`config.mk`:
```
export PLATFORM = sky130hd
export DESIGN_NAME = i2c_master_transfer_sequencer_unit_flat
export DESIGN_NICKNAME = d
export VERILOG_FILES = /design/src/rtl/i2cm_pkg.sv /design/src/rtl/i2cm_if.sv /design/src/rtl/i2cm_ram.sv /design/src/rtl/i2cm_seq.sv /design/src/rtl/i2c_master_transfer_sequencer_unit.sv /design/src/flat_wrapper.sv
export VERILOG_INCLUDE_DIRS = /design/src /design/src/rtl
export SDC_FILE = /design/constraint.sdc
export NUM_CORES = 1
export LEC_CHECK = 0
export ABC_AREA = 1
export ABC_CLOCK_PERIOD_IN_PS = 5750
export BUFFER_PORTS_ARGS = -buffer_cell sky130_fd_sc_hd__clkbuf_2
export CAP_MARGIN = 20
export CORE_MARGIN = 5
export CORE_UTILIZATION = 60
export CTS_BUF_LIST = sky130_fd_sc_hd__clkbuf_8
export CTS_CLUSTER_DIAMETER = 150
export DETAILED_ROUTE_END_ITERATION = 12
export PLACE_DENSITY_LB_ADDON = 0.08
export SLEW_MARGIN = 5
export SYNTH_ARGS = -nofsm -noshare
export SYNTH_HDL_FRONTEND = slang
export SYNTH_HIERARCHICAL = 1
export SYNTH_SLANG_ARGS = --single-unit
export TNS_END_PERCENT = 20
```
`constraint.sdc`:
```
create_clock -name clk -period 5.75 [get_ports clk]
set_input_delay 1.15 -clock clk [delete_from_list [all_inputs] [get_ports clk]]
set_output_delay 1.15 -clock clk [all_outputs]
set_load 0.02 [all_outputs]
```
`src/rtl/i2c_master_transfer_sequencer_unit_assert.svh`:
```
// ----------------------------------------------------------------------------
// I2C master transfer sequencer assertion macros
// Concurrent assertion helpers clocked on clk and disabled during reset.
// ----------------------------------------------------------------------------
`ifndef I2C_MASTER_TRANSFER_SEQUENCER_UNIT_ASSERT_SVH
`define I2C_MASTER_TRANSFER_SEQUENCER_UNIT_ASSERT_SVH

`ifndef NO_ASSERTIONS
`define I2CM_ASSERT(lbl, expr, msg) \
  lbl: assert property (@(posedge clk) disable iff (!rst_n) (expr)) else $error(msg);
`define I2CM_ASSERT_NEXT(lbl, ante, cons, msg) \
  lbl: assert property (@(posedge clk) disable iff (!rst_n) (ante) |=> (cons)) \
    else $error(msg);
`else
`define I2CM_ASSERT(lbl, expr, msg)
`define I2CM_ASSERT_NEXT(lbl, ante, cons, msg)
`endif

`endif

```
`src/rtl/i2cm_pkg.sv`:
```
// ----------------------------------------------------------------------------
// I2C master transfer sequencer package
// Field widths, request and action codes, status codes and shared types.
// ----------------------------------------------------------------------------
`default_nettype none

package i2cm_pkg;

  localparam int BYTE_W       = 8;
  localparam int IDX_W        = 4;
  localparam int PTR_W        = 5;
  localparam int LEN_W        = 5;
  localparam int REQ_W        = 2;
  localparam int ACT_W        = 3;
  localparam int TX_DEPTH_DEF = 16;
  localparam int RX_DEPTH_DEF = 16;

  localparam logic [PTR_W-1:0]  PTR_INC     = PTR_W'(1);
  localparam logic [BYTE_W-1:0] STATUS_MASK = 8'hF8;

  typedef enum logic [REQ_W-1:0] {
    REQ_LOAD   = 2'd0,
    REQ_START  = 2'd1,
    REQ_STATUS = 2'd2,
    REQ_READ   = 2'd3
  } req_t;

  typedef enum logic [ACT_W-1:0] {
    ACT_NONE    = 3'd0,
    ACT_START   = 3'd1,
    ACT_SEND    = 3'd2,
    ACT_RD_ACK  = 3'd3,
    ACT_RD_NACK = 3'd4,
    ACT_STOP    = 3'd5,
    ACT_RELEASE = 3'd6
  } act_t;

  localparam logic [BYTE_W-1:0] ST_BUS_ERR     = 8'h00;
  localparam logic [BYTE_W-1:0] ST_START       = 8'h08;
  localparam logic [BYTE_W-1:0] ST_REP_START   = 8'h10;
  localparam logic [BYTE_W-1:0] ST_SLAW_ACK    = 8'h18;
  localparam logic [BYTE_W-1:0] ST_SLAW_NACK   = 8'h20;
  localparam logic [BYTE_W-1:0] ST_TXDATA_ACK  = 8'h28;
  localparam logic [BYTE_W-1:0] ST_TXDATA_NACK = 8'h30;
  localparam logic [BYTE_W-1:0] ST_ARB_LOST    = 8'h38;
  localparam logic [BYTE_W-1:0] ST_SLAR_ACK    = 8'h40;
  localparam logic [BYTE_W-1:0] ST_SLAR_NACK   = 8'h48;
  localparam logic [BYTE_W-1:0] ST_RDATA_ACK   = 8'h50;
  localparam logic [BYTE_W-1:0] ST_RDATA_NACK  = 8'h58;
  localparam logic [BYTE_W-1:0] ST_NO_INFO     = 8'hF8;

  typedef struct packed {
    act_t             action;
    logic             tx_wr;
    logic             tx_rd;
    logic [PTR_W-1:0] tx_ptr;
    logic             rx_wr;
    logic [PTR_W-1:0] rx_ptr;
    logic             rx_rd;
    logic             busy;
    logic             success;
    logic             acc;
  } seq_cmd_t;

  typedef struct packed {
    act_t action;
    logic tx_sel;
    logic rx_sel;
    logic busy;
    logic success;
    logic acc;
  } stage_t;

endpackage

`default_nettype wire

```
`src/rtl/i2cm_if.sv`:
```
// ----------------------------------------------------------------------------
// I2C master transfer sequencer channel interfaces
// Request and result channels with valid/ready handshake per word.
// ----------------------------------------------------------------------------
`default_nettype none

interface i2cm_req_if;
  logic                           valid;
  logic                           ready;
  logic [i2cm_pkg::REQ_W-1:0]     req_type;
  logic [i2cm_pkg::IDX_W-1:0]     entry_index;
  logic [i2cm_pkg::BYTE_W-1:0]    entry_byte;
  logic [i2cm_pkg::LEN_W-1:0]     msg_length;
  logic [i2cm_pkg::BYTE_W-1:0]    bus_status;
  logic [i2cm_pkg::BYTE_W-1:0]    bus_rx_byte;

  modport source (
    output valid, req_type, entry_index, entry_byte, msg_length, bus_status, bus_rx_byte,
    input  ready
  );
  modport sink (
    input  valid, req_type, entry_index, entry_byte, msg_length, bus_status, bus_rx_byte,
    output ready
  );
endinterface

interface i2cm_res_if;
  logic                           valid;
  logic                           ready;
  logic [i2cm_pkg::ACT_W-1:0]     bus_action;
  logic [i2cm_pkg::BYTE_W-1:0]    send_byte;
  logic                           busy_res;
  logic                           transfer_ok;
  logic [i2cm_pkg::BYTE_W-1:0]    rx_read_byte;
  logic                           accepted;

  modport source (
    output valid, bus_action, send_byte, busy_res, transfer_ok, rx_read_byte, accepted,
    input  ready
  );
  modport sink (
    input  valid, bus_action, send_byte, busy_res, transfer_ok, rx_read_byte, accepted,
    output ready
  );
endinterface

`default_nettype wire

```
`src/rtl/i2cm_ram.sv`:
```
// ----------------------------------------------------------------------------
// I2C master byte buffer RAM
// Single write port, single read port, registered read data.
// ----------------------------------------------------------------------------
`default_nettype none

module i2cm_ram #(
  parameter int DEPTH = i2cm_pkg::TX_DEPTH_DEF,
  parameter int AW    = (DEPTH > 1) ? $clog2(DEPTH) : 1
) (
  input  wire logic                        clk,
  input  wire logic                        wr_en,
  input  wire logic [AW-1:0]               wr_addr,
  input  wire logic [i2cm_pkg::BYTE_W-1:0] wr_data,
  input  wire logic                        rd_en,
  input  wire logic [AW-1:0]               rd_addr,
  output logic      [i2cm_pkg::BYTE_W-1:0] rd_data
);

  logic [i2cm_pkg::BYTE_W-1:0] mem [DEPTH];

  always_ff @(posedge clk) begin
    if (wr_en) begin
      mem[wr_addr] <= wr_data;
    end
  end

  always_ff @(posedge clk) begin
    if (rd_en) begin
      rd_data <= mem[rd_addr];
    end
  end

endmodule

`default_nettype wire

```
`src/rtl/i2cm_seq.sv`:
```
// ----------------------------------------------------------------------------
// I2C master transfer sequencer control
// Decodes each request word, updates pointer, length and flags, and issues
// buffer accesses and the next bus action.
// ----------------------------------------------------------------------------
`default_nettype none

module i2cm_seq #(
  parameter int TX_DEPTH = i2cm_pkg::TX_DEPTH_DEF,
  parameter int RX_DEPTH = i2cm_pkg::RX_DEPTH_DEF
) (
  input  wire logic                        clk,
  input  wire logic                        rst_n,
  input  wire logic                        fire,
  input  wire logic [i2cm_pkg::REQ_W-1:0]  req_type,
  input  wire logic [i2cm_pkg::IDX_W-1:0]  entry_index,
  input  wire logic [i2cm_pkg::LEN_W-1:0]  msg_length,
  input  wire logic [i2cm_pkg::BYTE_W-1:0] bus_status,
  output i2cm_pkg::seq_cmd_t               cmd
);

  logic [i2cm_pkg::PTR_W-1:0]  byte_ptr_r, byte_ptr_nxt;
  logic [i2cm_pkg::LEN_W-1:0]  len_r, len_nxt;
  logic                        busy_r, busy_nxt;
  logic                        success_r, success_nxt;
  logic [i2cm_pkg::BYTE_W-1:0] code;
  logic [i2cm_pkg::PTR_W-1:0]  ptr_eff;
  logic [i2cm_pkg::PTR_W-1:0]  ptr_inc;

  always_comb begin
    code     = bus_status & i2cm_pkg::STATUS_MASK;
    ptr_eff  = ((code == i2cm_pkg::ST_START) || (code == i2cm_pkg::ST_REP_START)) ?
               '0 : byte_ptr_r;
    ptr_inc  = i2cm_pkg::PTR_W'(ptr_eff + i2cm_pkg::PTR_INC);

    byte_ptr_nxt = byte_ptr_r;
    len_nxt      = len_r;
    busy_nxt     = busy_r;
    success_nxt  = success_r;
    cmd          = '0;
    cmd.action   = i2cm_pkg::ACT_NONE;
    cmd.tx_ptr   = ptr_eff;
    cmd.rx_ptr   = byte_ptr_r;

    case (i2cm_pkg::req_t'(req_type))
      i2cm_pkg::REQ_LOAD: begin
        if (!busy_r && (32'(entry_index) < TX_DEPTH)) begin
          cmd.tx_wr = 1'b1;
          cmd.acc   = 1'b1;
        end
      end
      i2cm_pkg::REQ_START: begin
        if (!busy_r) begin
          len_nxt     = msg_length;
          success_nxt = 1'b0;
          busy_nxt    = 1'b1;
          cmd.action  = i2cm_pkg::ACT_START;
          cmd.acc     = 1'b1;
        end
      end
      i2cm_pkg::REQ_STATUS: begin
        cmd.acc = 1'b1;
        case (code)
          i2cm_pkg::ST_START, i2cm_pkg::ST_REP_START,
          i2cm_pkg::ST_SLAW_ACK, i2cm_pkg::ST_TXDATA_ACK: begin
            if (ptr_eff < len_r) begin
              cmd.action   = i2cm_pkg::ACT_SEND;
              cmd.tx_rd    = (32'(ptr_eff) < TX_DEPTH);
              byte_ptr_nxt = ptr_inc;
            end else begin
              byte_ptr_nxt = ptr_eff;
              success_nxt  = 1'b1;
              busy_nxt     = 1'b0;
              cmd.action   = i2cm_pkg::ACT_STOP;
            end
          end
          i2cm_pkg::ST_SLAW_NACK, i2cm_pkg::ST_TXDATA_NACK, i2cm_pkg::ST_ARB_LOST: begin
            busy_nxt   = 1'b1;
            cmd.action = i2cm_pkg::ACT_START;
          end
          i2cm_pkg::ST_RDATA_ACK: begin
            cmd.rx_wr    = (32'(byte_ptr_r) < RX_DEPTH);
            byte_ptr_nxt = ptr_inc;
            cmd.action   = (ptr_inc < len_r) ? i2cm_pkg::ACT_RD_ACK : i2cm_pkg::ACT_RD_NACK;
          end
          i2cm_pkg::ST_SLAR_ACK: begin
            cmd.action = (byte_ptr_r < len_r) ? i2cm_pkg::ACT_RD_ACK : i2cm_pkg::ACT_RD_NACK;
          end
          i2cm_pkg::ST_SLAR_NACK: begin
            busy_nxt   = 1'b0;
            cmd.action = i2cm_pkg::ACT_STOP;
          end
          i2cm_pkg::ST_RDATA_NACK: begin
            success_nxt = 1'b1;
            busy_nxt    = 1'b0;
            cmd.action  = i2cm_pkg::ACT_STOP;
          end
          i2cm_pkg::ST_BUS_ERR: begin
            busy_nxt   = 1'b1;
            cmd.action = i2cm_pkg::ACT_STOP;
          end
          i2cm_pkg::ST_NO_INFO: begin
            busy_nxt   = 1'b0;
            cmd.action = i2cm_pkg::ACT_RELEASE;
          end
          default: begin
            cmd.action = i2cm_pkg::ACT_NONE;
          end
        endcase
      end
      i2cm_pkg::REQ_READ: begin
        cmd.acc   = 1'b1;
        cmd.rx_rd = (32'(entry_index) < RX_DEPTH);
      end
      default: begin
        cmd.acc = 1'b0;
      end
    endcase

    cmd.busy    = busy_nxt;
    cmd.success = success_nxt;
  end

  always_ff @(posedge clk) begin
    if (!rst_n) begin
      byte_ptr_r <= '0;
      len_r      <= '0;
      busy_r     <= 1'b0;
      success_r  <= 1'b0;
    end else if (fire) begin
      byte_ptr_r <= byte_ptr_nxt;
      len_r      <= len_nxt;
      busy_r     <= busy_nxt;
      success_r  <= success_nxt;
    end
  end

endmodule

`default_nettype wire

```
`src/rtl/i2c_master_transfer_sequencer_unit.sv`:
```
// Each accepted request word passes through the stage register s1 and then the output
// register before its result is valid; a stalled output holds both. Throughput: one
// request word per cycle unless the output stalls; pointer, length and flags update
// in one read-modify-write and each buffer RAM has one read and one write port.
// Reset clears the byte pointer, length, busy and success flags and the pipeline
// valids; the tx and rx buffers are not cleared and hold undefined data until written.
// ----------------------------------------------------------------------------
// I2C master transfer sequencer
// Top level: control decode, tx and rx buffer RAMs, and a two-entry output path.
// ----------------------------------------------------------------------------
`default_nettype none
`include "i2c_master_transfer_sequencer_unit_assert.svh"

module i2c_master_transfer_sequencer_unit #(
  parameter int TX_DEPTH = i2cm_pkg::TX_DEPTH_DEF,
  parameter int RX_DEPTH = i2cm_pkg::RX_DEPTH_DEF
) (
  input  wire logic clk,
  input  wire logic rst_n,
  i2cm_req_if.sink   in_if,
  i2cm_res_if.source out_if
);

  localparam int TX_AW = (TX_DEPTH > 1) ? $clog2(TX_DEPTH) : 1;
  localparam int RX_AW = (RX_DEPTH > 1) ? $clog2(RX_DEPTH) : 1;

  i2cm_pkg::seq_cmd_t          cmd;
  i2cm_pkg::stage_t            s1_r, s1_nxt;
  logic                        s1_v_r;
  logic                        out_v_r;
  logic                        in_fire;
  logic                        s1_move;
  logic [i2cm_pkg::BYTE_W-1:0] tx_q;
  logic [i2cm_pkg::BYTE_W-1:0] rx_q;
  i2cm_pkg::act_t              out_action_r;
  logic [i2cm_pkg::BYTE_W-1:0] out_send_r;
  logic [i2cm_pkg::BYTE_W-1:0] out_rx_r;
  logic                        out_busy_r;
  logic                        out_ok_r;
  logic                        out_acc_r;

  assign s1_move      = s1_v_r && (!out_v_r || out_if.ready);
  assign in_if.ready  = !s1_v_r || s1_move;
  assign in_fire      = in_if.valid && in_if.ready;

  i2cm_seq #(
    .TX_DEPTH(TX_DEPTH),
    .RX_DEPTH(RX_DEPTH)
  ) u_seq (
    .clk        (clk),
    .rst_n      (rst_n),
    .fire       (in_fire),
    .req_type   (in_if.req_type),
    .entry_index(in_if.entry_index),
    .msg_length (in_if.msg_length),
    .bus_status (in_if.bus_status),
    .cmd        (cmd)
  );

  i2cm_ram #(
    .DEPTH(TX_DEPTH),
    .AW   (TX_AW)
  ) u_tx_ram (
    .clk    (clk),
    .wr_en  (in_fire && cmd.tx_wr),
    .wr_addr(TX_AW'(in_if.entry_index)),
    .wr_data(in_if.entry_byte),
    .rd_en  (in_fire && cmd.tx_rd),
    .rd_addr(TX_AW'(cmd.tx_ptr)),
    .rd_data(tx_q)
  );

  i2cm_ram #(
    .DEPTH(RX_DEPTH),
    .AW   (RX_AW)
  ) u_rx_ram (
    .clk    (clk),
    .wr_en  (in_fire && cmd.rx_wr),
    .wr_addr(RX_AW'(cmd.rx_ptr)),
    .wr_data(in_if.bus_rx_byte),
    .rd_en  (in_fire && cmd.rx_rd),
    .rd_addr(RX_AW'(in_if.entry_index)),
    .rd_data(rx_q)
  );

  always_comb begin
    s1_nxt.action  = cmd.action;
    s1_nxt.tx_sel  = cmd.tx_rd;
    s1_nxt.rx_sel  = cmd.rx_rd;
    s1_nxt.busy    = cmd.busy;
    s1_nxt.success = cmd.success;
    s1_nxt.acc     = cmd.acc;
  end

  always_ff @(posedge clk) begin
    if (!rst_n) begin
      s1_v_r  <= 1'b0;
      out_v_r <= 1'b0;
    end else begin
      if (in_fire) begin
        s1_v_r <= 1'b1;
      end else if (s1_move) begin
        s1_v_r <= 1'b0;
      end
      if (s1_move) begin
        out_v_r <= 1'b1;
      end else if (out_if.ready) begin
        out_v_r <= 1'b0;
      end
    end
  end

  always_ff @(posedge clk) begin
    if (in_fire) begin
      s1_r <= s1_nxt;
    end
    if (s1_move) begin
      out_action_r <= s1_r.action;
      out_send_r   <= s1_r.tx_sel ? tx_q : '0;
      out_rx_r     <= s1_r.rx_sel ? rx_q : '0;
      out_busy_r   <= s1_r.busy;
      out_ok_r     <= s1_r.success;
      out_acc_r    <= s1_r.acc;
    end
  end

  assign out_if.valid        = out_v_r;
  assign out_if.bus_action   = out_action_r;
  assign out_if.send_byte    = out_send_r;
  assign out_if.busy_res     = out_busy_r;
  assign out_if.transfer_ok  = out_ok_r;
  assign out_if.rx_read_byte = out_rx_r;
  assign out_if.accepted     = out_acc_r;

  `I2CM_ASSERT(a_ready_only_when_full, !in_if.ready |-> (s1_v_r && out_v_r), "input stalled with room")
  `I2CM_ASSERT_NEXT(a_stage_held, s1_v_r && out_v_r && !out_if.ready, s1_v_r && $stable(s1_r), "stage lost while stalled")
  `I2CM_ASSERT(a_reject_no_action, (out_v_r && !out_acc_r) |-> (out_action_r == i2cm_pkg::ACT_NONE), "rejected word has action")
  `I2CM_ASSERT(a_send_only_on_action, (out_v_r && (out_send_r != '0)) |-> (out_action_r == i2cm_pkg::ACT_SEND), "send byte without send action")
  `I2CM_ASSERT(a_tx_single_access, !(in_fire && cmd.tx_wr && cmd.tx_rd), "tx write and read in one word")

endmodule

`default_nettype wire

```
`src/flat_wrapper.sv`:
```
// flat-port wrapper written by rule: the top's interface ports become plain ports
module i2c_master_transfer_sequencer_unit_flat 
#(
  parameter int TX_DEPTH = i2cm_pkg::TX_DEPTH_DEF,
  parameter int RX_DEPTH = i2cm_pkg::RX_DEPTH_DEF
)
  (clk, rst_n, in_if_valid, in_if_req_type, in_if_entry_index, in_if_entry_byte, in_if_msg_length, in_if_bus_status, in_if_bus_rx_byte, in_if_ready, out_if_valid, out_if_bus_action, out_if_send_byte, out_if_busy_res, out_if_transfer_ok, out_if_rx_read_byte, out_if_accepted, out_if_ready);
  i2cm_req_if in_if_i ();
  i2cm_res_if out_if_i ();
  input  wire logic clk;
  input  wire logic rst_n;
  input wire logic [$bits(in_if_i.valid)-1:0] in_if_valid;
  input wire logic [$bits(in_if_i.req_type)-1:0] in_if_req_type;
  input wire logic [$bits(in_if_i.entry_index)-1:0] in_if_entry_index;
  input wire logic [$bits(in_if_i.entry_byte)-1:0] in_if_entry_byte;
  input wire logic [$bits(in_if_i.msg_length)-1:0] in_if_msg_length;
  input wire logic [$bits(in_if_i.bus_status)-1:0] in_if_bus_status;
  input wire logic [$bits(in_if_i.bus_rx_byte)-1:0] in_if_bus_rx_byte;
  output wire logic [$bits(in_if_i.ready)-1:0] in_if_ready;
  output wire logic [$bits(out_if_i.valid)-1:0] out_if_valid;
  output wire logic [$bits(out_if_i.bus_action)-1:0] out_if_bus_action;
  output wire logic [$bits(out_if_i.send_byte)-1:0] out_if_send_byte;
  output wire logic [$bits(out_if_i.busy_res)-1:0] out_if_busy_res;
  output wire logic [$bits(out_if_i.transfer_ok)-1:0] out_if_transfer_ok;
  output wire logic [$bits(out_if_i.rx_read_byte)-1:0] out_if_rx_read_byte;
  output wire logic [$bits(out_if_i.accepted)-1:0] out_if_accepted;
  input wire logic [$bits(out_if_i.ready)-1:0] out_if_ready;
  assign in_if_i.valid = in_if_valid;
  assign in_if_i.req_type = in_if_req_type;
  assign in_if_i.entry_index = in_if_entry_index;
  assign in_if_i.entry_byte = in_if_entry_byte;
  assign in_if_i.msg_length = in_if_msg_length;
  assign in_if_i.bus_status = in_if_bus_status;
  assign in_if_i.bus_rx_byte = in_if_bus_rx_byte;
  assign in_if_ready = in_if_i.ready;
  assign out_if_valid = out_if_i.valid;
  assign out_if_bus_action = out_if_i.bus_action;
  assign out_if_send_byte = out_if_i.send_byte;
  assign out_if_busy_res = out_if_i.busy_res;
  assign out_if_transfer_ok = out_if_i.transfer_ok;
  assign out_if_rx_read_byte = out_if_i.rx_read_byte;
  assign out_if_accepted = out_if_i.accepted;
  assign out_if_i.ready = out_if_ready;
  i2c_master_transfer_sequencer_unit #(.TX_DEPTH(TX_DEPTH), .RX_DEPTH(RX_DEPTH)) u_core (.clk(clk), .rst_n(rst_n), .in_if(in_if_i), .out_if(out_if_i));
endmodule
```
# Yosys cells after proc, flatten, opt, wreduce, memory -nomap -nowiden
# Memory sizes are Yosys's and may differ from the RTL's. A register that Yosys moved wholly into a read port is not among the register bits.
# Cells that the tools add are included.
[op_classes]
addsub = 1
n_lt_le_gt_ge = 5
n_eq_ne = 15
mux = 33
bitwise = 1
n_reduce_logical = 25
[ops]
columns = ["op", "count"]
rows = [
  ["equality test 5 x 3 -> 1 bit, second input constant", 4],
  ["equality test 5 x 4 -> 1 bit, second input constant", 4],
  ["2-to-1 mux 1 bit", 20],
  ["one-hot mux 3 bit (6 select lines)", 1],
  ["less-than comparator 5 bit", 3],
  ["equality test 5 x 2 -> 1 bit, second input constant", 2],
  ["less-than comparator 5 bit, second input constant", 2],
  ["2-to-1 mux 5 bit", 2],
  ["one-hot mux 5 bit (2 select lines)", 1],
  ["2-to-1 mux 3 bit", 3],
  ["OR reduction 3 bit", 3],
  ["logical NOT 8 bit", 1],
  ["one-hot mux 1 bit (2 select lines)", 4],
  ["OR reduction 4 bit", 2],
  ["logical AND 1 bit", 6],
  ["one-hot mux 3 bit (2 select lines)", 1],
  ["AND reduction 3 bit", 2],
  ["nonzero test 2 bit", 3],
  ["adder 5 x 1 -> 5 bit, second input constant", 1],
  ["equality test 5 x 1 -> 1 bit, second input constant", 1],
  ["equality test 5 bit, second input constant", 1],
  ["equality test 2 bit, second input constant", 2],
  ["OR reduction 2 bit", 2],
  ["logical OR 1 bit", 3],
  ["5 further kinds", 6],
]
[totals]
register_bits = 44
ram_bits = 256
in_bits = 39
out_inout_bits = 24
word_cells = 100
memories = 2
[mem_list]
columns = ["name", "words", "width", "rd", "rd_clocked_by_memory_dff", "write_ports", "line", "source"]
rows = [
  ["u_core.u_rx_ram.mem", 16, 8, 1, 1, 1, "i2cm_ram.sv:20", "logic [i2cm_pkg::BYTE_W-1:0] mem [DEPTH];"],
  ["u_core.u_tx_ram.mem", 16, 8, 1, 1, 1, "i2cm_ram.sv:20", ""],
]

# Logic depth before layout (Yosys ltp)
[depth]
word_depth = 8
ltp_mapped = 18
ltp_nobuf = 18

# Cells and area by module
# The synthesis kept the hierarchy.
[by_module_without_submodules]
columns = ["mod", "n_inst", "cells_each", "area_each_um2", "seq_area_each_um2"]
rows = [
  ["i2cm_ram", 2, 551, 5846.9, 4083.9],
  ["i2cm_seq", 1, 198, 1335.0, 240.2],
  ["i2c_master_transfer_sequencer_unit", 1, 85, 1181.1, 940.9],
]

# Worst setup path after synthesis
# No wires, ideal clock.
[synth_path]
path_type = "in2reg"
startpoint = "in in_if_bus_status[3]"
endpoint = "reg u_core/s1_r[6] in the netlist's numbering, data pin"
setup_ps = 254
arrival_time_ps = 3024
required_ps = 5496
path_slack_ps = 2471
cell_stages = 15
path_buffers = 0
path_cell_list = "nor2_2 > nor2_4 > nand2_8 > inv_1 > nor2_1 > ha_1 > nand3_2 > xor2_2 > ha_1 > nand2_1 > nor2_1 > a211oi_1 > o21ai_1 > o22ai_1 > o21a_1"
[synth_lines]
columns = ["element", "line", "source"]
rows = [
  ["start: declaration", "flat_wrapper.sv:17", "input wire logic [$bits(in_if_i.bus_status)-1:0] in_if_bus_status;"],
  ["end signal: assignment", "i2c_master_transfer_sequencer_unit.sv:115", "s1_r <= s1_nxt;"],
  ["end: declaration", "i2c_master_transfer_sequencer_unit.sv:28", "i2cm_pkg::stage_t s1_r, s1_nxt;"],
]

==> results.md <==
* Post CTS Setup Buffer Count at 0
* Run status: complete, no violations
* Final TNS setup at 0 ns
* Ports at 63
* Synth area leaders: edfxtp_1 (64%), nand2_1 (10%), nand3_1 (7.1%)
* CP top delay family: simple AND/OR/NAND/NOR gates
* Area growth syn-to-layout at 9.20%
* Grt total ovfl at 0
* Slew headroom at 40.1%
* Flops & latches, synth at 316
* First-pass GRT wire length at 46.7 mm
* Syn Inst Count at 1385
* Final Cycle Share at 61.5%
* Final Setup Violations at 0
* Final cell count without fillers at 1811
* Final Hold Fails at 0
* Slew Limit Fails at 0
* CTS resizes at 0
* CP endpoint kind: flop
* Pleak at 6.76 nW
* TritonCTS clock tree: built
* Reg area at 9350 um2
* CP startpoint: in_if_bus_status[3]
* Cell variety after synth at 38
* HPWL after DPL at 18.3 mm
* CP Buf/Inv Count at 3
* Via density at 5.07
* Residual DRC at 0
* Dpl cell area at 14600 um2
* Max-cap check violation count at 0
* Crit start category: input port
* Fillcell total at 1885
* Die Span X at 164 um
* Post-route antenna net violation count at 0
* Die H at 164 um
* Clk sinks at 316
* Avg Cell Area, Syn at 10.3 um2
* Register area share after synthesis at 65.8%
* Initial Util at 60.7%
* H-tree depth at 2
* Via count at 9185
* Hold path startpoint: u_core/s1_r[6]$_DFFE_PP_
* Largest stage delay on the critical path at 0.37 ns
* Dpl ws at 1.63 ns
* Synthesis Warnings at 6
* Synth area leader: edfxtp_1
* Clock skew at 0.0376 ns
* Area of the multi-input gates at 3510 um2
* Clock buffer depth at 3
* Row Count at 56
* Final WS setup at 2.22 ns
* Largest net degree at the start of global routing at 68
* Final worst path period need at 3.53 ns
* Mapped Nets at 1441
* Slew @ Worst Pin at 0.896 ns
* RD Place Congestion at 0.856
* Required time worst endpoint at 5.97 ns
* Root buf cell: clkbuf_8
* Worst path slowest cell: nor3_1
* Synth top area share at 63.8%
* Mapped Area at 14200 um2
* Crit path max fanout at 19
* Cell mode on critical path: nor2_2
* Num CTS Buffers at 50
* Nets at 1507
* Vias in the first global route at 8952
* FF-to-FF Start: u_core/u_seq/byte_ptr_r[2]$_SDFFE_PN0P_
* Avg WL per Cell at 16.2 um
* Power per standard cell area at 288 nW/um2
* Worst-skew pair later-pin latency at 0.58 ns
* Initial drt markers at 723
* Highest Clock Rate at 283 MHz
* Die area at 26900 um2
* # hold bufs at CTS at 0
* Crit path cell chain: clkbuf_2 -> nor2_2 -> nor2_4 -> nand2_8 -> nand2_2 -> inv_2 -> ha_1 -> a21oi_1 -> o21a_1 -> nand3_2 -> nor3_1 -> inv_1 -> nor2_2
* DRT Wirelength at 29.4 mm
* Count of input and output buffers at 59
* CP Class: in2reg
* CP arrival at 3.76 ns
* N_diodes at 0
* Worst VDD drop at 0.214 mV
* Antenna violations before repair at 0
* Share of post-route cells with drive strength above 1 at 11.3%
* Clk slew on worst S/H paths at 0.06 ns
* DRT Pass-1 Iters at 5
* Post-layout util at 66.3%
* Worst Hold Class: reg2reg
* Inst Count DP at 1716
* Post-route cell area at 15500 um2
* RSZ-0062 raised after global routing: false
* Core area at 23400 um2
* GRT Total Usage at 22.5%
[final timing paths]
| path | end | slack [ns] | cells after the start |
|---|---|---|---|
| max | u_core/u_tx_ram/rd_data[3]$_DFFE_PP_ | 2.22 | 13 |
| min reg2reg | u_core/out_if.bus_action[1]$_DFFE_PP_ | 0.41 | 0 |
| min | u_core/out_if.bus_action[1]$_DFFE_PP_ | 0.41 | 0 |
| max reg2reg | u_core/u_tx_ram/rd_data[3]$_DFFE_PP_ | 2.79 | 9 |
[stage by stage]
step / power [mW] / hold WS [ns]
4_1_cts: 4.52 / 0.403
2_1_floorplan: 2.76 / 0.400
3_5_place_dp: 2.85 / 0.405
3_3_place_gp: 2.84 / 0.403
6_report: 4.47 / 0.410
5_1_grt: 4.66 / 0.408
[kinds of logic after synthesis]
logic type / after synthesis / share of synthesized area [%]
buf+inv: 319 / 9.57
compound gates: 43 / 1.75
xor+xnor: 5 / 0.361
simple gates: 685 / 21.0
fa+ha+maj: 17 / 1.50
flops: 316 / 65.8
[routing by layer]
layer  track usage (%)  vias up  part of all wire, %
met1              29.2     4228                   42
met5                 0        -                    0
li1                  -     4622                    -
met2              38.2      274                   49
met3              3.14       61                  5.7
met4              9.65        0                  3.6
[flip-flops by register name (all words and copies together), names as in the netlist]
register,flops
u_core/out_if.rx_read_byte,8
u_core/u_seq/success_r,1
u_core/out_if.send_byte,8
u_core/out_if.bus_action,3
u_core/s1_v_r,1
u_core/u_seq/len_r,5
u_core/u_rx_ram/mem,128
u_core/out_if.transfer_ok,1
u_core/u_rx_ram/rd_data,8
u_core/u_seq/busy_r,1
u_core/u_tx_ram/mem,128
u_core/out_if.accepted,1
u_core/out_if.busy_res,1
u_core/u_tx_ram/rd_data,8
u_core/u_seq/byte_ptr_r,5
u_core/s1_r,8
u_core/out_if.valid,1
[Yosys cell counts]
cell type  instances
a211oi_1           1
a21oi_1           16
a21oi_2            1
a31oi_1            1
a41oi_1            1
buf_1              2
buf_2             28
buf_4             10
buf_6             12
dfxtp_1           14
edfxtp_1         302
ha_1              17
inv_1            256
inv_2             11
nand2_1          397
nand2_2            6
nand2_4            4
nand2_8            1
nand3_1          201
nand3_2            3
nand3_4            1
nand3b_1           4
nand4_1            5
nor2_1            52
nor2_2             5
nor2_4             3
nor3_1             2
nor3_2             1
o211ai_1           2
o21a_1             2
o21ai_0           10
o21ai_1            5
o21ai_2            2
o221ai_1           1
o22ai_1            1
xnor2_1            1
xor2_1             3
xor2_2             1
[power by group]
group	internal (mW)	leakage [nW]	switching (mW)	total [mW]
combinational	0.0687	3.41	0.185	0.254
sequential	2.54	2.85	0.00929	2.55
clock	0.821	0.491	0.846	1.67
[cells in the final DEF (no fill, tap or decap), types with 6 or more instances in the layout]
master,instances
nor2_1,51
o21ai_0,10
clkinv_1,23
nand2_2,6
a21oi_1,15
ha_1,17
dfxtp_1,14
edfxtp_1,302
clkbuf_8,50
inv_2,12
clkbuf_2,59
nor2_2,6
clkinv_2,8
nand3_1,201
nand2_1,397
inv_1,264
[final cells by class]
type	instances	share of cell area, %
Clock buffer	50	4.43
Clock inverter	43	1.23
Inverter	267	6.46
Multi-Input combinational cell	750	22.6
Sequential cell	316	60.2
Tap cell	319	2.57
Timing Repair Buffer	66	2.45
Power figures use the tool's default switching activity.
